<file path="src/rtl/dhs_pkg.sv">
`timescale 1ns / 1ps
// ----------------------------------------------------------------------------
// dhs_pkg: shared types and constants of the depth hole search block
// Field widths, register map, queue entry and configuration bundle.
// ----------------------------------------------------------------------------
package dhs_pkg;

  // Fixed field widths of the stream items
  localparam int COL_W   = 10;
  localparam int ROW_W   = 9;
  localparam int DEPTH_W = 16;
  localparam int CFG_W   = 16;
  localparam int COORD_W = 32;

  // Stream bus widths (fields packed from bit 0, padded to whole bytes)
  localparam int S_TDATA_W = 40;
  localparam int M_TDATA_W = 104;

  // Register bus
  localparam int APB_AW = 4;
  localparam int APB_DW = 32;

  // Register indexes (byte address = 4 * index)
  localparam logic [1:0] REG_FOCAL_X  = 2'd0;
  localparam logic [1:0] REG_FOCAL_Y  = 2'd1;
  localparam logic [1:0] REG_CENTRE_X = 2'd2;
  localparam logic [1:0] REG_CENTRE_Y = 2'd3;

  // Register reset values, 4 fractional bits
  localparam logic [CFG_W-1:0] FOCAL_X_RST  = 16'd9600;
  localparam logic [CFG_W-1:0] FOCAL_Y_RST  = 16'd9600;
  localparam logic [CFG_W-1:0] CENTRE_X_RST = 16'd5120;
  localparam logic [CFG_W-1:0] CENTRE_Y_RST = 16'd3840;

  // Default geometry
  localparam int FRAME_WIDTH_DEF  = 640;
  localparam int FRAME_HEIGHT_DEF = 480;
  localparam int SEARCH_RADII_DEF = 10;
  localparam int QUEUE_DEPTH_DEF  = 4;

  // Item kind after classification
  typedef enum logic {
    KIND_WRITE = 1'b0,
    KIND_QUERY = 1'b1
  } dhs_kind_e;

  // Queue entry between front and back
  typedef struct packed {
    dhs_kind_e           kind;
    logic [COL_W-1:0]    col;
    logic [ROW_W-1:0]    row;
    logic [DEPTH_W-1:0]  depth;
  } dhs_item_t;

  // Camera intrinsics
  typedef struct packed {
    logic [CFG_W-1:0] focal_x;
    logic [CFG_W-1:0] focal_y;
    logic [CFG_W-1:0] centre_x;
    logic [CFG_W-1:0] centre_y;
  } dhs_cfg_t;

endpackage

</file>
<file path="src/rtl/dhs_queue.sv">
`timescale 1ns / 1ps
// ----------------------------------------------------------------------------
// dhs_queue: short item queue between front and back
// Register-based FIFO; the head entry is visible while valid is high.
// ----------------------------------------------------------------------------
module dhs_queue #(
  parameter int DEPTH = dhs_pkg::QUEUE_DEPTH_DEF
) (
  input  logic              clk_i,
  input  logic              rst_ni,
  input  logic              push_valid_i,
  output logic              push_ready_o,
  input  dhs_pkg::dhs_item_t push_item_i,
  output logic              pop_valid_o,
  input  logic              pop_ready_i,
  output dhs_pkg::dhs_item_t pop_item_o
);
  import dhs_pkg::*;

  localparam int PW = (DEPTH > 1) ? $clog2(DEPTH) : 1;
  localparam int CW = $clog2(DEPTH + 1);

  dhs_item_t       slot_q [DEPTH];
  logic [PW-1:0]   wr_ptr_q, wr_ptr_d;
  logic [PW-1:0]   rd_ptr_q, rd_ptr_d;
  logic [CW-1:0]   count_q, count_d;
  logic            push, pop;

  assign push_ready_o = (count_q != CW'(DEPTH));
  assign pop_valid_o  = (count_q != '0);
  assign pop_item_o   = slot_q[rd_ptr_q];
  assign push         = push_valid_i && push_ready_o;
  assign pop          = pop_valid_o && pop_ready_i;

  // Advance pointers with wrap at the queue depth
  always_comb begin
    wr_ptr_d = wr_ptr_q;
    rd_ptr_d = rd_ptr_q;
    if (push) begin
      wr_ptr_d = (wr_ptr_q == PW'(DEPTH - 1)) ? '0 : wr_ptr_q + PW'(1);
    end
    if (pop) begin
      rd_ptr_d = (rd_ptr_q == PW'(DEPTH - 1)) ? '0 : rd_ptr_q + PW'(1);
    end
    count_d = count_q + CW'(push) - CW'(pop);
  end

  always_ff @(posedge clk_i or negedge rst_ni) begin
    if (!rst_ni) begin
      wr_ptr_q <= '0;
      rd_ptr_q <= '0;
      count_q  <= '0;
    end else begin
      wr_ptr_q <= wr_ptr_d;
      rd_ptr_q <= rd_ptr_d;
      count_q  <= count_d;
    end
  end

  // Store the pushed entry
  always_ff @(posedge clk_i) begin
    if (push) begin
      slot_q[wr_ptr_q] <= push_item_i;
    end
  end

  a_count_bound: assert property (@(posedge clk_i) disable iff (!rst_ni)
    count_q <= CW'(DEPTH))
    else $error("queue fill count beyond depth");

endmodule

</file>
<file path="config.mk">
export PLATFORM = sky130hd
export DESIGN_NAME = dhs_queue
export DESIGN_NICKNAME = d
export VERILOG_FILES = /design/src/rtl/dhs_pkg.sv /design/src/rtl/dhs_queue.sv
export SDC_FILE = /design/constraint.sdc
export NUM_CORES = 1
export LEC_CHECK = 0
export CAP_MARGIN = 20
export CORE_MARGIN = 4
export CORE_UTILIZATION = 35
export DETAILED_ROUTE_END_ITERATION = 10
export DONT_BUFFER_PORTS = 1
export GPL_ROUTABILITY_DRIVEN = 0
export PLACE_DENSITY_LB_ADDON = 0.1
export SLEW_MARGIN = 0
export SYNTH_ARGS = -nofsm -noshare
export SYNTH_HDL_FRONTEND = slang
export SYNTH_SLANG_ARGS = --single-unit
</file>
<file path="constraint.sdc">
create_clock -name clk_i -period 5.5 [get_ports clk_i]
set_clock_uncertainty 0.1 [all_clocks]
set_input_delay 1.1 -clock clk_i [delete_from_list [all_inputs] [get_ports clk_i]]
set_output_delay 1.1 -clock clk_i [all_outputs]
set_load 0.01 [all_outputs]
</file>
=== Word-level counts from Yosys, hierarchy flattened ===
Memories as Yosys holds them, arrays and structs flattened.
Cells that the tools add are included.

* Add/sub/neg operators: 4
* Muxes and demuxes: 4
* Equality and inequality tests: 3
* Reduce and logical (&&, ||, !) cells: 3

{| class="wikitable"
|+ Operators by type and width
! kind !! number
|-
| $add A2 B1 Y2 const B || 2
|-
| $eq A2 B2 Y1 const B || 2
|-
| $mux W2 || 2
|-
| $add A3 B1 Y3 || 1
|-
| $ne A3 B3 Y1 const B || 1
|-
| $reduce_bool A3 Y1 || 1
|-
| $sub A3 B1 Y3 || 1
|-
| $logic_and A1 B1 Y1 || 2
|-
| $mux W1 || 2
|}

* Memory bits (writable): 144
* Output and inout bits: 38
* Word-level logic and storage cells: 18
* Memories kept: 1
* Register bits after elaboration: 7

{| class="wikitable"
|+ Memory list
! name !! depth !! width !! read ports !! clocked after memory_dff !! wr ports !! RTL line !! text
|-
| slot_q || 4 || 36 || 1 || 0 || 1 || dhs_queue.sv:23 || <nowiki>dhs_item_t slot_q [DEPTH];</nowiki>
|}

=== Logic depth before layout (Yosys ltp) ===
Gate-level depths: netlist of run 1.

* Depth in word-level cells: 4
* Mapped depth: 10
* Mapped depth without buffers: 10

=== Worst setup path before layout of run 1 ===
Ideal clock, no wire load.

* Path type: input -> register
* From: input push_valid_i
* To: register count_q[2]
* Data arrival time: 2.380 ns
* Data required time: 5.277 ns
* Path slack: 2.897 ns
* Cell stages on the path: 9
* Setup time: 0.123 ns
* Cell sequence: and2_4 inv_1 ha_1 inv_1 ha_1 inv_1 fa_1 xnor2_1 xnor2_1

* Word-level cells in the longest chain between the ends: 3

{| class="wikitable"
|+ Ends and longest elaborated chain
! item !! RTL line !! text
|-
| start: declaration || dhs_queue.sv:11 || <nowiki>input logic push_valid_i,</nowiki>
|-
| $logic_and A1 B1 Y1 || dhs_queue.sv:32 || <nowiki>assign push = push_valid_i && push_ready_o;</nowiki>
|-
| $add A3 B1 Y3 || dhs_queue.sv:45 || <nowiki>count_d = count_q + CW'(push) - CW'(pop);</nowiki>
|-
| $sub A3 B1 Y3 || dhs_queue.sv:45 ||
|-
| named net count_d[2] || dhs_queue.sv:26 || <nowiki>logic [CW-1:0] count_q, count_d;</nowiki>
|-
| end signal: assignment || dhs_queue.sv:56 || <nowiki>count_q <= count_d;</nowiki>
|-
| end: declaration || dhs_queue.sv:26 ||
|}

The timed path passes the listed nets, and every way through them passes these cells.
A chain may end at the register's enable or synchronous reset.

==> results of run 1 <==
flip-flops by register name, indices dropped and copies added (netlist names):
signal    cells
count_q       3
rd_ptr_q      2
slot_q      144
wr_ptr_q      2
worst max-delay path by stage:
stage	start	endpoint	slack [ns]	cells after the start
floorplan	push_valid_i	count_q[2]	2.90	9
global placement	rd_ptr_q[0]	pop_item_o[27]	2.21	2
detailed placement	rd_ptr_q[0]	pop_item_o[29]	2.21	2
CTS	rd_ptr_q[0]	pop_item_o[29]	1.75	2
global route	rd_ptr_q[0]	pop_item_o[27]	1.65	2
finish	rd_ptr_q[0]	pop_item_o[29]	1.89	2
cell type report:
class	count	area [µm²]
clock inverters	14	110
inverters	7	26.3
clock buffers	18	429
flip-flops and latches	151	4500
fillers	1372	9430
multi-input cells	60	1060
well taps	216	270
repair buffers	1	7.51
power by group through the flow:
| stage | clock, mW | sequential, mW | combinational, mW |
|---|---|---|---|
| after floorplan | 0 | 1.59 | 0.732 |
| after global placement | 0 | 1.74 | 0.806 |
| after detailed placement | 0 | 1.74 | 0.807 |
| after CTS | 1.08 | 1.72 | 0.810 |
| after global routing | 1.14 | 1.75 | 0.844 |
| final | 1.06 | 1.71 | 0.778 |
layout by cell type (no fill, tap or decap):
cell and n:
sky130_fd_sc_hd__nand2_1 1, sky130_fd_sc_hd__dfrtp_2 2, sky130_fd_sc_hd__and2_4 1, sky130_fd_sc_hd__clkinv_1 3, sky130_fd_sc_hd__xnor2_1 2, sky130_fd_sc_hd__clkbuf_16 17
sky130_fd_sc_hd__and3_2 4, sky130_fd_sc_hd__ha_1 7, sky130_fd_sc_hd__clkinvlp_4 6, sky130_fd_sc_hd__inv_1 7, sky130_fd_sc_hd__clkbuf_1 1, sky130_fd_sc_hd__fa_1 1
sky130_fd_sc_hd__nor2_1 2, sky130_fd_sc_hd__or3b_4 1, sky130_fd_sc_hd__bufinv_16 1, sky130_fd_sc_hd__mux4_2 36, sky130_fd_sc_hd__inv_6 1, sky130_fd_sc_hd__or3_2 1
sky130_fd_sc_hd__buf_4 1, sky130_fd_sc_hd__dfrtp_1 5, sky130_fd_sc_hd__mux2_4 2, sky130_fd_sc_hd__edfxtp_1 144, sky130_fd_sc_hd__mux2_2 2, sky130_fd_sc_hd__clkinv_2 3
kinds of logic (layout without fill, tap and decap cells):
family | count (synthesis) | count (layout) | share of synthesized area [%]
adder cells (fa/ha/maj) | 8 | 8 | 1.91
XOR/XNOR | 2 | 2 | 0.311
multiplexers | 40 | 40 | 15.3
AND/OR/NAND/NOR | 10 | 10 | 1.22
flip-flops | 151 | 151 | 79.9
buffers and inverters | 15 | 40 | 1.29
routing by layer:
| metal | routed length (µm) | vias up | GRT usage (%) |
|---|---|---|---|
| met5 | 0 | - | 0 |
| met4 | 157 | 0 | 5.60 |
| met3 | 639 | 12 | 4.99 |
| met2 | 5020 | 64 | 18.5 |
| met1 | 4550 | 1209 | 15.3 |
| li1 | - | 973 | - |
per-stage QoR:
stage | hold slack [ns] | cell area, µm² | utilization (%) | total power [mW] | cells
finish | 0.279 | 6400 | 40.5 | 3.54 | 467
global route | 0.245 | 6400 | 40.5 | 3.73 | 467
CTS | 0.251 | 6400 | 40.5 | 3.61 | 467
detailed placement | 0.379 | 5860 | 37.0 | 2.55 | 435
global placement | 0.370 | 5860 | 37.0 | 2.55 | 435
floorplan | 0.353 | 5630 | - | 2.32 | 226
worst max-delay path, stage by stage, from the launching register on:
cell and delay [ns]:
sky130_fd_sc_hd__dfrtp_2 0.91, sky130_fd_sc_hd__buf_4 0.47, sky130_fd_sc_hd__mux4_2 0.61
==> impl_summary.log, run 1 <==
[metrics] number of enable flip-flop cells after synthesis: 144
[metrics] maximum number of pins on one net before global-route repair: 39
[metrics] post-cts hold buffer count: 0
[metrics] number of global-route vias before repair: 2440
[metrics] unrepaired setup endpoints after global routing: no
[metrics] Area Overhead vs Synth: 13.7%
[metrics] most frequent cell after synthesis: sky130_fd_sc_hd__edfxtp_1
[metrics] Pwr per Cell Area: 553 nW/µm²
[metrics] reg-to-reg critical path endpoint: count_q[2]
[metrics] crit path time final: 3.61 ns
[metrics] Die Span X: 135 µm
[metrics] most numerous cell types in the synthesized netlist: 144 x sky130_fd_sc_hd__edfxtp_1, 36 x sky130_fd_sc_hd__mux4_2, 7 x sky130_fd_sc_hd__dfrtp_1, 7 x sky130_fd_sc_hd__ha_1, 7 x sky130_fd_sc_hd__inv_1
[metrics] worst-skew pair later-pin latency: 0.41 ns
[metrics] proportion of power drawn by the clock network: 29.8%
[metrics] number of nets still failing antenna checks after routing: 0
[metrics] fraction of the cycle the final worst path needs: 65.7%
[metrics] Hold Path Class: input port to asynchronous set/reset pin
[metrics] total global-route track usage: 12.1%
[metrics] TritonCTS clock tree: built
[metrics] sequential share of the synthesized area: 79.9%
[metrics] Tightest Pin Transition: 1.06 ns
[metrics] count of buffers inserted at the top-level ports: 0
[metrics] detailed-route DRC error count: 0
[metrics] post-detailed-route wirelength per cell: 22.2 µm
[metrics] ranking of synthesized cells by area: sky130_fd_sc_hd__edfxtp_1 77%, sky130_fd_sc_hd__mux4_2 14%, sky130_fd_sc_hd__dfrtp_1 3.1%
[metrics] library cells used by synthesis: 18
[metrics] initial core utilization: 35.6%
[metrics] synthesized instance count: 226
[metrics] YS warnings: 0
[metrics] summed instance area of the synthesized netlist: 5630 µm²
[metrics] Worst slew margin: 29.4%
[metrics] clock net sink count: 151
[metrics] post_cts resized: 0
[metrics] Sequential Power Share: 48.2%
[metrics] H-tree depth reported by CTS: 4
[metrics] Vias per Instance: 4.84
[metrics] CP Max Fanout: 24
[metrics] Reg2Reg Depth: 10
[metrics] Max Clock Freq: 277 MHz
[metrics] Detailed Route WL: 10400 µm
[metrics] Static Leakage: 2.04 nW
[metrics] remaining global-route overflow: 0
[metrics] initial antenna violation count: 0
[metrics] final total negative setup slack: 0 ns
[metrics] Die Y-Extent: 135 µm
[metrics] Worst setup SP type: flop
[metrics] final count of pins violating max slew: 0
[metrics] required time of the critical path: 4.30 ns
[metrics] average cell area after synthesis: 24.9 µm²
[metrics] slack of the critical path: 1.89 ns
[metrics] arrival time of the worst setup path: 2.41 ns
[metrics] result of the run: completed
[metrics] number of buffers created by CTS: 17
[metrics] via total after detailed routing: 2258
[metrics] Mapped Nets: 274
[metrics] leading area contributor after synthesis: sky130_fd_sc_hd__edfxtp_1
[metrics] Internal Dissipation: 2.51 mW
[metrics] type of element capturing the critical path: output port
[metrics] # nets final: 286
[metrics] share of flip-flops with an asynchronous set or reset: 4.64%
[metrics] area of the core region: 15800 µm²
[metrics] final-report setup violation count: 0
[metrics] Comb power frac: 22.0%
[metrics] total of flip-flops plus latches after synthesis: 151
[metrics] number of setup buffers added after CTS: 0
[metrics] primary flip-flop cell chosen by synthesis mapping: sky130_fd_sc_hd__edfxtp_1
[metrics] number of hold-slack violations in the final timing report: 0
[metrics] worst IR drop on VDD: 0.000349 V
[metrics] fraction of post-synthesis cell area in the top cell type by area: 76.8%
[metrics] switching fraction of total power: 29.1%
[metrics] Cell Rows: 46
[metrics] TritonRoute pass-1 iters: 4
[metrics] type of the worst setup path: flop to output port
[metrics] flop2flop setup slack: 2.92 ns
[metrics] share of layout cells above drive strength 1: 31.1%
[metrics] Die ar.: 18200 µm²
[metrics] total I/O pin count: 78
[metrics] origin of the critical flop-to-flop path: count_q[1]
[metrics] wire length of the first global-routing pass: 15600 µm
[metrics] CTS Root Cell: sky130_fd_sc_hd__clkbuf_16
[metrics] HPWL reported at the end of detailed placement: 5730 µm
[metrics] Longest Clk Path Bufs: 2
[metrics] Worst Setup Slack post-DPL: 2.21 ns
[metrics] DRC marker count from the first detailed-route iteration: 129
[metrics] Clock Pin Slew Worst Setup and Hold Paths: 0.06 ns
[metrics] reported net switching power: 1.03 mW
[metrics] count of inserted antenna diode cells: 0
[metrics] max-cap violation count: 0
No activity file was read; power rests on OpenSTA's default activity.
==> run 2, diff against run 1 <==
==> constraint.sdc (replaced) <==
create_clock -name clk_i -period 3.4 [get_ports clk_i]
set_clock_uncertainty 0.1 [all_clocks]
set_input_delay 0.68 -clock clk_i [delete_from_list [all_inputs] [get_ports clk_i]]
set_output_delay 0.68 -clock clk_i [all_outputs]
set_load 0.01 [all_outputs]
==> run 2 against run 1 <==
  * Sequential share of layout area is 1.6 points lower
  * First-iteration DRC count is 8.5% higher
  * Sequential power is 53% higher
  * Clock power is 82% higher
  * Final cell count is 1.5% higher
  * Sequential cell count stayed put
  * Non-clock buffer count is 7 higher
  * Critical path depth stayed put
  * Utilization is 0.96 points higher
  * Final area is 2.4% higher
  * Critical endpoint is now pop_item_o[34]
  * Largest cell class unchanged
==> impl_summary.log, run 2 (same netlist as run 1, synthesis figures left out) <==
[metrics] share of layout cells above drive strength 1: 32.6%
[metrics] flip-flop count of the largest register after layout: 144
[metrics] clock net sink count: 151
[metrics] biggest registers after layout: slot_q x144, count_q x3
[metrics] Worst slew margin: 60.2%
[metrics] Top reg by flops: slot_q
[metrics] count of buffers inserted at the top-level ports: 0
[metrics] TritonRoute pass-1 iters: 4
[metrics] Cell Rows: 46
[metrics] Longest Clk Path Bufs: 2
[metrics] number of nets still failing antenna checks after routing: 0
[metrics] number of buffers created by CTS: 17
[metrics] TritonCTS clock tree: built
[metrics] total global-route track usage: 12.1%
[metrics] area of the core region: 15800 µm²
[metrics] Largest stage delay, worst path: 0.72 ns
[metrics] HPWL reported at the end of detailed placement: 5990 µm
[metrics] number of setup buffers added after CTS: 0
[metrics] worst-skew pair later-pin latency: 0.41 ns
[metrics] Die Y-Extent: 135 µm
[metrics] via total after detailed routing: 2255
[metrics] CTS Root Cell: sky130_fd_sc_hd__clkbuf_16
[metrics] required time of the critical path: 2.62 ns
[metrics] CP Max Fanout: 20
[metrics] # nets final: 293
[metrics] Static Leakage: 2.13 nW
[metrics] arrival time of the worst setup path: 1.80 ns
[metrics] final count of pins violating max slew: 0
[metrics] Max Clock Freq: 388 MHz
[metrics] ordered cell list for the critical path: buf_12 -> mux4_2
[metrics] worst IR drop on VDD: 0.000594 V
[metrics] remaining global-route overflow: 0
[metrics] H-tree depth reported by CTS: 4
[metrics] post-detailed-route wirelength per cell: 21.5 µm
[metrics] Worst setup SP type: flop
[metrics] Area Overhead vs Synth: 16.4%
[metrics] initial antenna violation count: 0
[metrics] count of inserted antenna diode cells: 0
[metrics] number of hold-slack violations in the final timing report: 0
[metrics] maximum number of pins on one net before global-route repair: 37
[metrics] Tightest Pin Transition: 0.596 ns
[metrics] Crit path buffers/inverters: 1
[metrics] detailed-route DRC error count: 0
[metrics] most common cell after layout, fill and taps aside: sky130_fd_sc_hd__edfxtp_1
[metrics] Die ar.: 18200 µm²
[metrics] crit path time final: 2.58 ns
[metrics] Clock Pin Slew Worst Setup and Hold Paths: 0.06 ns
[metrics] max-cap violation count: 0
[metrics] Pwr per Cell Area: 918 nW/µm²
[metrics] fraction of the cycle the final worst path needs: 75.8%
[metrics] most frequent cells in the layout: 144 x sky130_fd_sc_hd__edfxtp_1, 36 x sky130_fd_sc_hd__mux4_2, 17 x sky130_fd_sc_hd__clkbuf_16, 7 x sky130_fd_sc_hd__inv_1, 7 x sky130_fd_sc_hd__ha_1
[metrics] utilization after layout: 41.4%
[metrics] final-report setup violation count: 0
[metrics] unrepaired setup endpoints after global routing: no
[metrics] master of the slowest instance on the critical path: sky130_fd_sc_hd__dfrtp_2
[metrics] initial core utilization: 35.6%
[metrics] total I/O pin count: 78
[metrics] type of element capturing the critical path: output port
[metrics] wire length of the first global-routing pass: 15500 µm
[metrics] number of global-route vias before repair: 2519
[metrics] Top delay family on crit path: flip-flops
[metrics] DRC marker count from the first detailed-route iteration: 140
[metrics] final total negative setup slack: 0 ns
[metrics] type of the worst setup path: flop to output port
[metrics] Vias per Instance: 4.76
[metrics] Hold Path Class: input port to flop
[metrics] Die Span X: 135 µm
[metrics] result of the run: completed
[metrics] Detailed Route WL: 10200 µm
-- run 2: layout make-up --
| cell class | instances | area (µm²) |
|---|---|---|
| tap | 216 | 270 |
| sequential | 151 | 4500 |
| timing repair buffer | 8 | 87.6 |
| fill | 1396 | 9270 |
| multi-input combinational | 60 | 1060 |
| clock inverter | 13 | 179 |
| clock buffer | 19 | 433 |
| inverter | 7 | 26.3 |
-- run 2: per-layer routing --
| layer | GRT usage (%) | vias to the layer above | wire length (µm) |
|---|---|---|---|
| met5 | 0 | - | 0 |
| met4 | 4.58 | 0 | 126 |
| met3 | 5.92 | 9 | 763 |
| met2 | 19.0 | 58 | 5040 |
| met1 | 14.4 | 1202 | 4260 |
| li1 | - | 986 | - |
-- run 2: worst paths after layout --
check | startpoint | to | slack (ns) | depth (start not counted)
worst min register to register | count_q[2] | count_q[2] | 0.39 | 1
min in group asynchronous | rst_ni | count_q[2] | 0.50 | 1
worst max-delay path | rd_ptr_q[1] | pop_item_o[34] | 0.82 | 2
worst max register to register | count_q[1] | count_q[2] | 0.87 | 10
worst min-delay path | push_item_i[12] | slot_q[0][12] | 0.26 | 0
max in group asynchronous | rst_ni | rd_ptr_q[0] | 2.42 | 1
-- run 2: repair_timing --
action | CTS | global route
resized for setup | 0 | 0
hold buffers | 1 | 0
endpoints found under the setup margin | 0 | 0
endpoints found under the hold margin | 7 | 0
-- run 2: metrics by stage --
stage | hold WS (ns) | setup slack (ns) | cell area [µm²] | total power, mW | instances
2_1_floorplan | 0.284 | 0.999 | 5630 | 3.76 | 226
3_3_place_gp | 0.285 | 0.918 | 5930 | 4.18 | 441
3_5_place_dp | 0.285 | 0.877 | 5930 | 4.20 | 441
4_1_cts | 0.235 | 0.749 | 6560 | 6.15 | 474
5_1_grt | 0.222 | 0.716 | 6560 | 6.34 | 474
6_report | 0.257 | 0.822 | 6560 | 6.02 | 474
-- run 2: power by group --
group | total (mW) | internal, mW | switching [mW] | leakage [nW]
clock | 1.93 | 1.22 | 0.710 | 0.292
combinational | 1.46 | 0.641 | 0.819 | 0.436
sequential | 2.62 | 2.47 | 0.152 | 1.40
total | 6.02 | 4.33 | 1.68 | 2.13
