===== src/rtl/dhs_pkg.sv =====
`timescale 1ns / 1ps
// ----------------------------------------------------------------------------
// dhs_pkg: shared types and constants of the depth hole search block
// Field widths, register map, queue entry and configuration bundle.
// ----------------------------------------------------------------------------
package dhs_pkg;

  // Fixed field widths of the stream items
  localparam int COL_W   = 10;
  localparam int ROW_W   = 9;
  localparam int DEPTH_W = 16;
  localparam int CFG_W   = 16;
  localparam int COORD_W = 32;

  // Stream bus widths (fields packed from bit 0, padded to whole bytes)
  localparam int S_TDATA_W = 40;
  localparam int M_TDATA_W = 104;

  // Register bus
  localparam int APB_AW = 4;
  localparam int APB_DW = 32;

  // Register indexes (byte address = 4 * index)
  localparam logic [1:0] REG_FOCAL_X  = 2'd0;
  localparam logic [1:0] REG_FOCAL_Y  = 2'd1;
  localparam logic [1:0] REG_CENTRE_X = 2'd2;
  localparam logic [1:0] REG_CENTRE_Y = 2'd3;

  // Register reset values, 4 fractional bits
  localparam logic [CFG_W-1:0] FOCAL_X_RST  = 16'd9600;
  localparam logic [CFG_W-1:0] FOCAL_Y_RST  = 16'd9600;
  localparam logic [CFG_W-1:0] CENTRE_X_RST = 16'd5120;
  localparam logic [CFG_W-1:0] CENTRE_Y_RST = 16'd3840;

  // Default geometry
  localparam int FRAME_WIDTH_DEF  = 640;
  localparam int FRAME_HEIGHT_DEF = 480;
  localparam int SEARCH_RADII_DEF = 10;
  localparam int QUEUE_DEPTH_DEF  = 4;

  // Item kind after classification
  typedef enum logic {
    KIND_WRITE = 1'b0,
    KIND_QUERY = 1'b1
  } dhs_kind_e;

  // Queue entry between front and back
  typedef struct packed {
    dhs_kind_e           kind;
    logic [COL_W-1:0]    col;
    logic [ROW_W-1:0]    row;
    logic [DEPTH_W-1:0]  depth;
  } dhs_item_t;

  // Camera intrinsics
  typedef struct packed {
    logic [CFG_W-1:0] focal_x;
    logic [CFG_W-1:0] focal_y;
    logic [CFG_W-1:0] centre_x;
    logic [CFG_W-1:0] centre_y;
  } dhs_cfg_t;

endpackage


===== src/rtl/dhs_deproj.sv =====
`timescale 1ns / 1ps
// ----------------------------------------------------------------------------
// dhs_deproj: pinhole deprojection of a search hit
// Forms (16*pix - centre) * z * 16 and divides by the focal length with a
// shared one-bit-per-cycle divider, x first, then y; saturates to 32 bits.
// ----------------------------------------------------------------------------
module dhs_deproj #(
  parameter int FRAME_WIDTH  = dhs_pkg::FRAME_WIDTH_DEF,
  parameter int FRAME_HEIGHT = dhs_pkg::FRAME_HEIGHT_DEF
) (
  input  logic                              clk_i,
  input  logic                              rst_ni,
  input  dhs_pkg::dhs_cfg_t                 cfg_i,
  input  logic                              in_valid_i,
  output logic                              in_ready_o,
  input  logic                              in_found_i,
  input  logic [dhs_pkg::DEPTH_W-1:0]       in_z_i,
  input  logic [$clog2(FRAME_WIDTH)-1:0]    in_hc_i,
  input  logic [$clog2(FRAME_HEIGHT)-1:0]   in_hr_i,
  input  logic [dhs_pkg::COL_W-1:0]         in_qcol_i,
  input  logic [dhs_pkg::ROW_W-1:0]         in_qrow_i,
  output logic                              out_valid_o,
  input  logic                              out_ready_i,
  output logic                              out_found_o,
  output logic [dhs_pkg::COORD_W-1:0]       out_x_o,
  output logic [dhs_pkg::COORD_W-1:0]       out_y_o,
  output logic [dhs_pkg::DEPTH_W-1:0]       out_z_o,
  output logic [dhs_pkg::COL_W-1:0]         out_col_o,
  output logic [dhs_pkg::ROW_W-1:0]         out_row_o
);
  import dhs_pkg::*;

  localparam int HC_W   = $clog2(FRAME_WIDTH);
  localparam int HR_W   = $clog2(FRAME_HEIGHT);
  localparam int PW     = (HC_W > HR_W) ? HC_W : HR_W;
  localparam int MAG_W  = (PW + 4 > CFG_W) ? PW + 4 : CFG_W;
  localparam int PROD_W = MAG_W + DEPTH_W;
  localparam int DIV_W  = PROD_W + 4;
  localparam int CNT_W  = $clog2(DIV_W);

  typedef enum logic [4:0] {
    D_IDLE = 5'b00001,
    D_MUL  = 5'b00010,
    D_DIV  = 5'b00100,
    D_SAT  = 5'b01000,
    D_DONE = 5'b10000
  } deproj_state_e;

  deproj_state_e        state_q, state_d;
  logic                 axis_q, axis_d;
  logic                 found_q, found_d;
  logic [DEPTH_W-1:0]   z_q, z_d;
  logic [HC_W-1:0]      hc_q, hc_d;
  logic [HR_W-1:0]      hr_q, hr_d;
  logic [COL_W-1:0]     col_q, col_d;
  logic [ROW_W-1:0]     row_q, row_d;
  logic [COORD_W-1:0]   x_q, x_d;
  logic [COORD_W-1:0]   y_q, y_d;
  logic                 neg_q, neg_d;
  logic [CFG_W-1:0]     rem_q, rem_d;
  logic [DIV_W-1:0]     quo_q, quo_d;
  logic [CNT_W-1:0]     cnt_q, cnt_d;

  logic                 out_valid_q, out_valid_d;
  logic                 out_found_q;
  logic [COORD_W-1:0]   out_x_q, out_y_q;
  logic [DEPTH_W-1:0]   out_z_q;
  logic [COL_W-1:0]     out_col_q;
  logic [ROW_W-1:0]     out_row_q;
  logic                 out_load;

  logic [PW-1:0]        pix;
  logic [CFG_W-1:0]     focal, centre;
  logic [MAG_W-1:0]     pix16, cext, mag;
  logic                 below;
  logic [CFG_W:0]       trial;
  logic                 fits;
  logic [COORD_W-1:0]   sat_val;

  // Operands of the current axis
  assign pix    = axis_q ? PW'(hr_q) : PW'(hc_q);
  assign focal  = axis_q ? cfg_i.focal_y : cfg_i.focal_x;
  assign centre = axis_q ? cfg_i.centre_y : cfg_i.centre_x;
  assign pix16  = MAG_W'({pix, 4'b0000});
  assign cext   = MAG_W'(centre);
  assign below  = (pix16 < cext);
  assign mag    = below ? (cext - pix16) : (pix16 - cext);

  // Restoring division step
  assign trial = {rem_q, quo_q[DIV_W-1]};
  assign fits  = (trial >= {1'b0, focal});

  // Truncated quotient with sign, clamped to 32 bits
  always_comb begin
    if (focal == '0) begin
      sat_val = '0;
    end else if (neg_q) begin
      sat_val = (quo_q > DIV_W'(64'h8000_0000)) ? 32'h8000_0000
                                                : (32'd0 - quo_q[COORD_W-1:0]);
    end else begin
      sat_val = (quo_q > DIV_W'(64'h7FFF_FFFF)) ? 32'h7FFF_FFFF : quo_q[COORD_W-1:0];
    end
  end

  assign out_load = (state_q == D_DONE) && (!out_valid_q || out_ready_i);

  always_comb begin
    state_d    = state_q;
    axis_d     = axis_q;
    found_d    = found_q;
    z_d        = z_q;
    hc_d       = hc_q;
    hr_d       = hr_q;
    col_d      = col_q;
    row_d      = row_q;
    x_d        = x_q;
    y_d        = y_q;
    neg_d      = neg_q;
    rem_d      = rem_q;
    quo_d      = quo_q;
    cnt_d      = cnt_q;
    in_ready_o = 1'b0;
    case (state_q)
      D_IDLE: begin
        in_ready_o = 1'b1;
        if (in_valid_i) begin
          found_d = in_found_i;
          z_d     = in_found_i ? in_z_i : '0;
          hc_d    = in_hc_i;
          hr_d    = in_hr_i;
          col_d   = in_found_i ? COL_W'(in_hc_i) : in_qcol_i;
          row_d   = in_found_i ? ROW_W'(in_hr_i) : in_qrow_i;
          x_d     = '0;
          y_d     = '0;
          axis_d  = 1'b0;
          state_d = in_found_i ? D_MUL : D_DONE;
        end
      end
      D_MUL: begin
        // Product is registered as the dividend
        neg_d   = below;
        quo_d   = {PROD_W'(mag) * PROD_W'(z_q), 4'b0000};
        rem_d   = '0;
        cnt_d   = '0;
        state_d = D_DIV;
      end
      D_DIV: begin
        rem_d = fits ? CFG_W'(trial - {1'b0, focal}) : CFG_W'(trial);
        quo_d = {quo_q[DIV_W-2:0], fits};
        cnt_d = cnt_q + CNT_W'(1);
        if (cnt_q == CNT_W'(DIV_W - 1)) begin
          state_d = D_SAT;
        end
      end
      D_SAT: begin
        if (axis_q) begin
          y_d     = sat_val;
          state_d = D_DONE;
        end else begin
          x_d     = sat_val;
          axis_d  = 1'b1;
          state_d = D_MUL;
        end
      end
      D_DONE: begin
        if (out_load) begin
          state_d = D_IDLE;
        end
      end
      default: begin
        state_d = D_IDLE;
      end
    endcase
  end

  // Output register: hold until taken, reload behind a taken transaction
  always_comb begin
    out_valid_d = out_valid_q;
    if (out_valid_q && out_ready_i) begin
      out_valid_d = 1'b0;
    end
    if (out_load) begin
      out_valid_d = 1'b1;
    end
  end

  always_ff @(posedge clk_i or negedge rst_ni) begin
    if (!rst_ni) begin
      state_q     <= D_IDLE;
      axis_q      <= 1'b0;
      cnt_q       <= '0;
      out_valid_q <= 1'b0;
    end else begin
      state_q     <= state_d;
      axis_q      <= axis_d;
      cnt_q       <= cnt_d;
      out_valid_q <= out_valid_d;
    end
  end

  // Working and result payload
  always_ff @(posedge clk_i) begin
    found_q <= found_d;
    z_q     <= z_d;
    hc_q    <= hc_d;
    hr_q    <= hr_d;
    col_q   <= col_d;
    row_q   <= row_d;
    x_q     <= x_d;
    y_q     <= y_d;
    neg_q   <= neg_d;
    rem_q   <= rem_d;
    quo_q   <= quo_d;
    if (out_load) begin
      out_found_q <= found_q;
      out_x_q     <= x_q;
      out_y_q     <= y_q;
      out_z_q     <= z_q;
      out_col_q   <= col_q;
      out_row_q   <= row_q;
    end
  end

  assign out_valid_o = out_valid_q;
  assign out_found_o = out_found_q;
  assign out_x_o     = out_x_q;
  assign out_y_o     = out_y_q;
  assign out_z_o     = out_z_q;
  assign out_col_o   = out_col_q;
  assign out_row_o   = out_row_q;

  a_miss_cleared: assert property (@(posedge clk_i) disable iff (!rst_ni)
    out_valid_o && !out_found_o |-> out_x_o == '0 && out_y_o == '0 && out_z_o == '0)
    else $error("miss result not cleared");

  a_div_count: assert property (@(posedge clk_i) disable iff (!rst_ni)
    state_q == D_SAT |-> $past(state_q == D_DIV) && $past(cnt_q) == CNT_W'(DIV_W - 1))
    else $error("division ended early");

endmodule


===== config.mk =====
export PLATFORM = sky130hd
export DESIGN_NAME = dhs_deproj
export DESIGN_NICKNAME = d
export VERILOG_FILES = /design/src/rtl/dhs_pkg.sv /design/src/rtl/dhs_deproj.sv
export SDC_FILE = /design/constraint.sdc
export NUM_CORES = 1
export LEC_CHECK = 0
export BUFFER_PORTS_ARGS = -buffer_cell sky130_fd_sc_hd__buf_2
export CELL_PAD_IN_SITES_DETAIL_PLACEMENT = 1
export CELL_PAD_IN_SITES_GLOBAL_PLACEMENT = 2
export CORE_ASPECT_RATIO = 0.9
export CORE_MARGIN = 5
export CORE_UTILIZATION = 40
export CTS_BUF_LIST = sky130_fd_sc_hd__clkbuf_8 sky130_fd_sc_hd__clkbuf_16
export DETAILED_ROUTE_END_ITERATION = 8
export PLACE_DENSITY = 0.8
export REMOVE_ABC_BUFFERS = 1
export SYNTH_ARGS = -nofsm -noshare
export SYNTH_HDL_FRONTEND = slang
export SYNTH_SLANG_ARGS = --single-unit

===== constraint.sdc =====
create_clock -name clk_i -period 10.9 [get_ports clk_i]
set_clock_uncertainty 0.15 [all_clocks]
set_input_delay 0.545 -clock clk_i [delete_from_list [all_inputs] [get_ports clk_i]]
set_output_delay 0.545 -clock clk_i [all_outputs]
set_load 0.01 [all_outputs]

# Word-level counts from Yosys, hierarchy flattened
# Cells that the tools add are included.
[totals] regBits=285 latchBits=0 ram_bits=0 mem_bits_ro=0 inputBits=123 out_inout_bits=102 word_cells=85 memories=0
[op_classes] add_sub_neg=5 mul=1 div=0 n_lt_le_gt_ge=4 eq_ne=11 n_shift=0 muxes=30 bitwise_logic=0 n_reduce_logical=13
[op_table] op="$mux 32" n=7
[op_table] op="$pmux 32 s2" n=2
[op_table] op="$pmux 36 s2" n=1
[op_table] op="$mux 16" n=4
[op_table] op="$gt 36x31->1 const B" n=1
[op_table] op="$gt 36x32->1 const B" n=1
[op_table] op="$mul 16x16->32" n=1
[op_table] op="$pmux 16 s2" n=1
[op_table] op="$sub 1x32->32 const A" n=1
[op_table] op="$mux 5" n=5
[op_table] op="$pmux 5 s5" n=1
[op_table] op="$mux 10" n=2
[op_table] op="$ge 17x16->1" n=1
[op_table] op="$logic_not 16->1" n=1
[op_table] op="$lt 14x16->1" n=1
[op_table] op="$sub 14x16->16" n=1
[op_table] op="$sub 16x14->16" n=1
[op_table] op="$sub 16x16->16" n=1
[op_table] op="$pmux 6 s2" n=1
[op_table] op="$ne 2x2->1 const B" n=5
[op_table] op="$mux 9" n=1
[op_table] op="$reduce_and 3->1" n=3
[op_table] op="$add 6x1->6 const B" n=1
[op_table] op="$eq 6x6->1 const B" n=1
[op_table] op="12 further kinds" n=19

# Logic depth before layout (Yosys ltp)
# Gate-level depths: netlist (run 1).
[logic_depth] ltp_word=6 depth_mapped=40 mapped_depth_nobuf=32

# Worst setup path after synthesis (run 1)
# Ideal clock, no wire load.
[synth_timing] path_kind="flip-flop to flip-flop" startpoint="reg axis_q" endpoint="reg quo_q[35], data pin" setup_time_ns=0.176 t_arrival_ns=9.113 required_ns=10.574 setup_slack_ns=1.461 stages_incl_launch_ff=39 n_path_buf=8 period_less_slack_ns=9.439 cell_sequence="dfrtp_1 -> buf_4 -> buf_2 -> buf_2 -> buf_2 -> buf_2 -> mux2i_1 -> inv_1 -> ha_1 -> buf_6 -> a21o_1 -> a21o_1 -> a21o_1 -> a211oi_4 -> o21ai_2 -> inv_2 -> mux2i_1 -> xor2_1 -> [3 not listed] -> inv_1 -> fa_1 -> fa_1 -> fa_1 -> fa_1 -> inv_1 -> fa_1 -> inv_1 -> ha_1 -> clkbuf_1 -> a21oi_1 -> o21ai_0 -> a311oi_1 -> o2bb2ai_1 -> nor4_1 -> o21ai_0 -> and4_1 -> nor4_1"
[synth_via] elab_chain_cells=5 word_cells_on_any_way=8 cone_classes="add/sub: 2; mul: 1; order compare: 1; mux: 4"
[synth_lines] item="start, declared" line="dhs_deproj.sv:50" text="logic axis_q, axis_d;"
[synth_lines] item="start signal, assigned" line="dhs_deproj.sv:195" text="axis_q <= axis_d;"
[synth_lines] item="$mux 10 / $mux 16 (equally long branches)" line="dhs_deproj.sv:81, dhs_deproj.sv:83"
[synth_lines] item="$lt 14x16->1 (*)" line="dhs_deproj.sv:86" text="assign below = (pix16 < cext);"
[synth_lines] item="net below" line="dhs_deproj.sv:75" text="logic below;"
[synth_lines] item="$mux 16 (*)" line="dhs_deproj.sv:87" text="assign mag = below ? (cext - pix16) : (pix16 - cext);"
[synth_lines] item="$mul 16x16->32 (*)" line="dhs_deproj.sv:142" text="quo_d = {PROD_W'(mag) * PROD_W'(z_q), 4'b0000};"
[synth_lines] item="$pmux 36 s2 (*)" line="dhs_deproj.sv:123" text="case (state_q)"
[synth_lines] item="net quo_d[35]" line="dhs_deproj.sv:61" text="logic [DIV_W-1:0] quo_q, quo_d;"
[synth_lines] item="end signal, assigned" line="dhs_deproj.sv:213" text="quo_q <= quo_d;"
[synth_lines] item="end, declared" line="dhs_deproj.sv:61"
# Mark *: on every way through the listed nets, which the timed path passes. The rest lies on a longest branch.
# A chain may end at the register's enable or synchronous reset.

# Final worst setup path (run 1)
# Ends and elaborated chain as after synthesis.

==> results of run 1 <==
-- metrics by stage --
stage          worst slack, ps  instance area (sq um)    util  hold WS [ps]  cells
3_5_place_dp             728.4                  23940  0.4391         255.6   2915
5_1_grt                  146.0                  24990  0.4584         17.18   2976
6_report                 828.1                  24990  0.4584         41.04   2976
4_1_cts                  710.4                  24990  0.4584         13.33   2976
2_1_floorplan            995.8                  21710       -         99.41   1964
3_3_place_gp             950.6                  23940  0.4391         251.1   2915
-- critical path, delay by kind of cell (launching register included) --
kind            cells  cell delay, ps
xor+xnor            1             320
buf+inv             7             990
mux                 1             310
simple gates        6            1670
flops               1             770
compound gates      7            1730
fa+ha+maj           8            3930
-- state kept, by name, indices dropped and copies added (netlist names), 5 cells and up --
register   count
quo_q         36
out_x_o       32
out_y_o       32
x_q           32
y_q           32
out_z_o       16
rem_q         16
z_q           16
col_q         10
hc_q          10
out_col_o     10
hr_q           9
out_row_o      9
row_q          9
cnt_q          6
state_q        5
-- how the worst min path moves through the flow --
stage,from,end
after global routing,in_hr_i[3],hr_q[3]$_DFFE_PP_
after CTS,in_hr_i[3],hr_q[3]$_DFFE_PP_
after floorplan,rst_ni,axis_q$_DFFE_PN0P_
after detailed placement,row_q[7]$_DFFE_PP_,out_row_o[7]$_DFFE_PP_
final,in_hr_i[3],hr_q[3]$_DFFE_PP_
after global placement,col_q[7]$_DFFE_PP_,out_col_o[7]$_DFFE_PP_
-- Yosys cell counts, drive strengths merged (24+ instances only) --
cell type,count,area [sq um]
and2,153,957.2
o21ai,68,344.1
nand2,218,843.3
nand3,24,120.1
a21oi,87,439.2
nor3,24,136.4
clkbuf,53,198.9
edfxtp,272,8168
inv,268,1006
mux2i,63,630.6
nor2,110,415.4
fa,196,3924
ha,143,1789
buf,30,191.4
mux2,25,281.5
xnor2,30,262.8
a21o,35,262.8
-- per-layer routing --
metal / global-route usage / share of wire / vias up
li1: - / - / 7310
met1: 0.2434 / 0.44 / 7989
met2: 0.3336 / 0.50 / 294
met3: 0.03255 / 0.041 / 70
met4: 0.04171 / 0.019 / 0
met5: 0 / 0 / -
-- logic make-up after synthesis --
family / share of synthesized area
xor+xnor: 0.01896
compound gates: 0.08655
mux: 0.04127
flops: 0.3843
fa+ha+maj: 0.2585
simple gates: 0.1473
buf+inv: 0.06317
-- final cells by class --
| type | count | area [sq um] |
|---|---|---|
| Timing Repair Buffer | 247 | 1296 |
| Inverter | 268 | 1006 |
| Sequential cell | 285 | 8496 |
| Tap cell | 705 | 882.1 |
| Clock buffer | 35 | 875.8 |
| Clock inverter | 25 | 166.4 |
| Multi-Input combinational cell | 1411 | 12270 |
| Fill cell | 5996 | 29530 |
-- repair_timing --
item / CTS / global route
endpoints found under the setup margin: 0 / 0
hold endpoints to repair: 12 / 0
hold buffers: 1 / 0
==> impl_metrics.csv, run 1 <==
group,metric,value,unit
outcome,outcome,"complete, no violations",
clock_tree,numCtsBuffers,35,
worst_setup_path,cp_slowest_cell,"dfrtp_2",
worst_setup_path,reg2reg_from,"axis_q$_DFFE_PN0P_",
synthesis,synth_cells,2047,
cells_and_area,syn_to_final_growth,13.07,%
worst_setup_path,cp-endpoint,"quo_q[35]$_DFFE_PP_",
synthesis,synth_top_flop_cell,"edfxtp_1",
global_routing,grt_max_degree,74,
worst_setup_path,crit_top_cell,"fa_1",
timing,finalCritPeriodShare,0.9240,
synthesis,yosysUniqueCellTypes,84,
global_routing,grt_pass1_vias,17201,
worst_setup_path,critical_path_required,11120,ps
worst_setup_path,critPathMaxFanout,28,
worst_setup_path,worstSetupPathType,"register to register",
synthesis,yosys_warnings,0,
cells_and_area,fin_nets,2710,
route,num_vias,15663,
floorplanning,die_y,233.0,microns
worst_setup_path,rr_worst_depth,30,
cells_and_area,layout_commonest_cell,"inv_1",
route,drc,0,
timing,slew_violations,0,
floorplanning,rows,81,
timing,fin_setup_tns,0,ps
floorplanning,pin_count,225,
worst_setup_path,cpPeakStageDelay,770,ps
timing,finalSetupViolations,0,
worst_setup_path,r2r-end,"quo_q[35]$_DFFE_PP_",
worst_hold_path,holdPathStages,1,
route,vias_per_cell,5.263,
floorplanning,core,54520,sq um
clock_tree,clockBufferDepth,3,
placement,dp_hpwl,43680,microns
clock_tree,root_buffer,"clkbuf_16",
timing,tightest_slew,1222,ps
timing,finalCriticalPeriod,10070,ps
cells_and_area,diodes,0,
synthesis,syn-cell-area,22100,sq um
clock_tree,clock-sinks,285,
job,cap_violations,0,
synthesis,ys_seq_elements,285,
clock_tree,clock_latency,550,ps
floorplanning,fp.dieW,257.8,microns
timing,rsz0062_at_grt,"no",
worst_setup_path,worstPathArrival,10290,ps
clock_tree,cts_resized,0,
global_routing,antenna_found_initial,0,
clock_tree,postCtsSetupBuffers,0,
timing,relSlewSlack,0.1835,
cells_and_area,final_cell_mix,"inv_1, edfxtp_1, buf_2",
timing,hold_viol,0,
global_routing,grt-ovfl-total,0,
route,wirelength,56750,microns
floorplanning,start_util,0.4054,
synthesis,async_flop_share,0.04561,
clock_tree,cts_tree,"yes",
global_routing,grt_pass1_wl,92100,microns
synthesis,synth_area_per_cell,10.80,sq um
placement,globalplace.congestion,0.8180,
route,routedWlPerCell,19.07,microns
worst_setup_path,critPathLaunchType,"register",
floorplanning,dieArea,60070,sq um
worst_setup_path,crit_start,"axis_q$_DFFE_PN0P_",
synthesis,yosysSeqAreaShare,0.3843,
worst_setup_path,cp-end-kind,"register",
worst_hold_path,min_path_type,"input pin to register",
timing,timing.fmax,0.09929,GHz
placement,port_buffers,224,
clock_tree,path_clk_slew,60,ps
worst_setup_path,r2r_setup_slack,830,ps
global_routing,grt.total_usage,0.1882,
synthesis,synth_edf_count,272,
route,drt-initial-drc-count,642,
clock_tree,htreeDepth,2,
cells_and_area,layout-drive-gt1-share,0.1616,
route,postRouteAntennaNets,0,
route,dr.pass1.iters,5,
Power of run 1 is not shown: default switching activity piles up to over one toggle a cycle in this logic, so the estimate is an artifact.
==> run 2: changes to the inputs <==
BUFFER_PORTS_ARGS = -buffer_cell sky130_fd_sc_hd__clkbuf_2   (was -buffer_cell sky130_fd_sc_hd__buf_2)
==> run 2 against run 1 <==
Cell count about the same. Sequential share of layout area shrank 0.19 points. Flip-flop and latch count stayed put. Hold slack got worse by 1.1 ps. Setup slack got worse by 30 ps. First-iteration DRC count up 7.3%.
==> impl_metrics.csv, run 2 (same netlist as run 1, synthesis figures left out) <==
group,metric,value,unit
outcome,outcome,"complete, no violations",
route,wirelength,56710,microns
floorplanning,core,54520,sq um
worst_setup_path,critPathMaxFanout,26,
clock_tree,clock-sinks,285,
route,drt-initial-drc-count,689,
cells_and_area,largest_reg_flops,36,
floorplanning,dieArea,60070,sq um
route,drc,0,
worst_setup_path,cp_slowest_cell,"dfrtp_2",
worst_setup_path,crit_start,"axis_q$_DFFE_PN0P_",
route,num_vias,15530,
global_routing,grt.total_usage,0.1894,
clock_tree,clock_latency,550,ps
global_routing,grt_max_degree,74,
route,vias_per_cell,5.217,
floorplanning,rows,81,
placement,port_buffers,224,
clock_tree,root_buffer,"clkbuf_16",
cells_and_area,final_cells,2977,
route,postRouteAntennaNets,0,
global_routing,grt_pass1_wl,92240,microns
clock_tree,clockBufferDepth,3,
global_routing,antenna_found_initial,0,
job,cap_violations,0,
timing,fin_setup_tns,0,ps
timing,relSlewSlack,0.2296,
cells_and_area,fin_nets,2710,
floorplanning,fp.dieW,257.8,microns
clock_tree,path_clk_slew,60,ps
timing,hold_viol,0,
worst_setup_path,critPathLaunchType,"register",
cells_and_area,syn_to_final_growth,13.69,%
timing,slew_violations,0,
floorplanning,start_util,0.4054,
worst_hold_path,hold_path_startpoint,"in_hc_i[1]",
global_routing,grt-ovfl-total,0,
worst_setup_path,cpPeakStageDelay,780,ps
timing,rsz0062_at_grt,"no",
timing,tightest_slew,1153,ps
worst_setup_path,cp-end-kind,"register",
worst_hold_path,min_path_type,"input pin to register",
route,routedWlPerCell,19.05,microns
worst_setup_path,crit_top_cell,"fa_1",
floorplanning,pin_count,225,
worst_setup_path,critical_path_required,11120,ps
timing,finalSetupViolations,0,
floorplanning,die_y,233.0,microns
clock_tree,postCtsSetupBuffers,0,
cells_and_area,layout_commonest_cell,"edfxtp_1",
timing,finalCritPeriodShare,0.9268,
timing,timing.fmax,0.09899,GHz
cells_and_area,layout-drive-gt1-share,0.1637,
worst_setup_path,worstSetupPathType,"register to register",
placement,placed_cells,2915,
timing,finalCriticalPeriod,10100,ps
worst_setup_path,worstPathArrival,10320,ps
cells_and_area,regMostFlops,"quo_q",
placement,globalplace.congestion,0.8347,
clock_tree,numCtsBuffers,35,
placement,dp_hpwl,43640,microns
clock_tree,htreeDepth,2,
global_routing,grt_pass1_vias,17128,
cells_and_area,final_cell_mix,"edfxtp_1, inv_1, clkbuf_2",
clock_tree,cts_tree,"yes",
worst_setup_path,reg2reg_from,"axis_q$_DFFE_PN0P_",
cells_and_area,diodes,0,
route,dr.pass1.iters,5,
-- run 2: cell count changes in the layout (fill, tap and decap cells not counted), sizes merged --
cell	previous run	this run
clkbuf	35	259
inv	276	272
buf	246	22
clkinv	14	13
clkinvlp	3	4
bufinv	0	5
-- run 2: timing repair --
item                                   4_1_cts  5_1_grt
hold buffers                                 1        0
resized for setup                            0        0
endpoints found under the hold margin       12        0
-- run 2: path summary, 6_finish.rpt --
check	endpoint	cells after the start	slack (ps)
worst min-delay path	hc_q[1]$_DFFE_PP_	1	40
min in group asynchronous	state_q[3]$_DFFE_PN0P_	2	310
worst min register to register	out_row_o[2]$_DFFE_PP_	0	270
worst max-delay path	quo_q[35]$_DFFE_PP_	32	800
worst max register to register	quo_q[35]$_DFFE_PP_	32	800
max in group asynchronous	state_q[0]$_DFFE_PN1P_	2	9990
-- run 2: metal layers --
metal / share of wire / vias to the layer above / routed length [microns] / global-route usage
met5: 0 / - / 0 / 0
met3: 0.046 / 80 / 2622 / 0.03418
met4: 0.021 / 0 / 1188 / 0.04488
li1: - / 7309 / - / -
met1: 0.44 / 7847 / 24990 / 0.2471
met2: 0.49 / 294 / 27920 / 0.3308
-- run 2: through the flow --
step	cell area [sq um]	setup WS (ps)	util	hold WS [ps]
floorplan	21710	995.8	-	99.41
global placement	23940	941.8	0.4391	251.7
detailed placement	23940	735.6	0.4391	255.6
CTS	25130	718.8	0.4609	13.51
global route	25130	48.49	0.4609	20.47
finish	25130	798.4	0.4609	39.93
-- run 2: area by class of cell --
class                      instances  area [sq um]
clock inverter                    26         304.0
fill                            5991         29390
inverter                         268          1006
multi-input combinational       1411         12270
clock buffer                      35         875.8
timing repair buffer             247          1296
tap                              705         882.1
sequential                       285          8496
-- run 2: worst max-delay path: cells and delay by family (launching register included) --
kind	cells	cell delay [ps]
buf+inv	7	880
compound gates	10	2760
mux	1	430
fa+ha+maj	8	3500
simple gates	6	1400
flops	1	780
Power of run 2 is left out for the same reason.
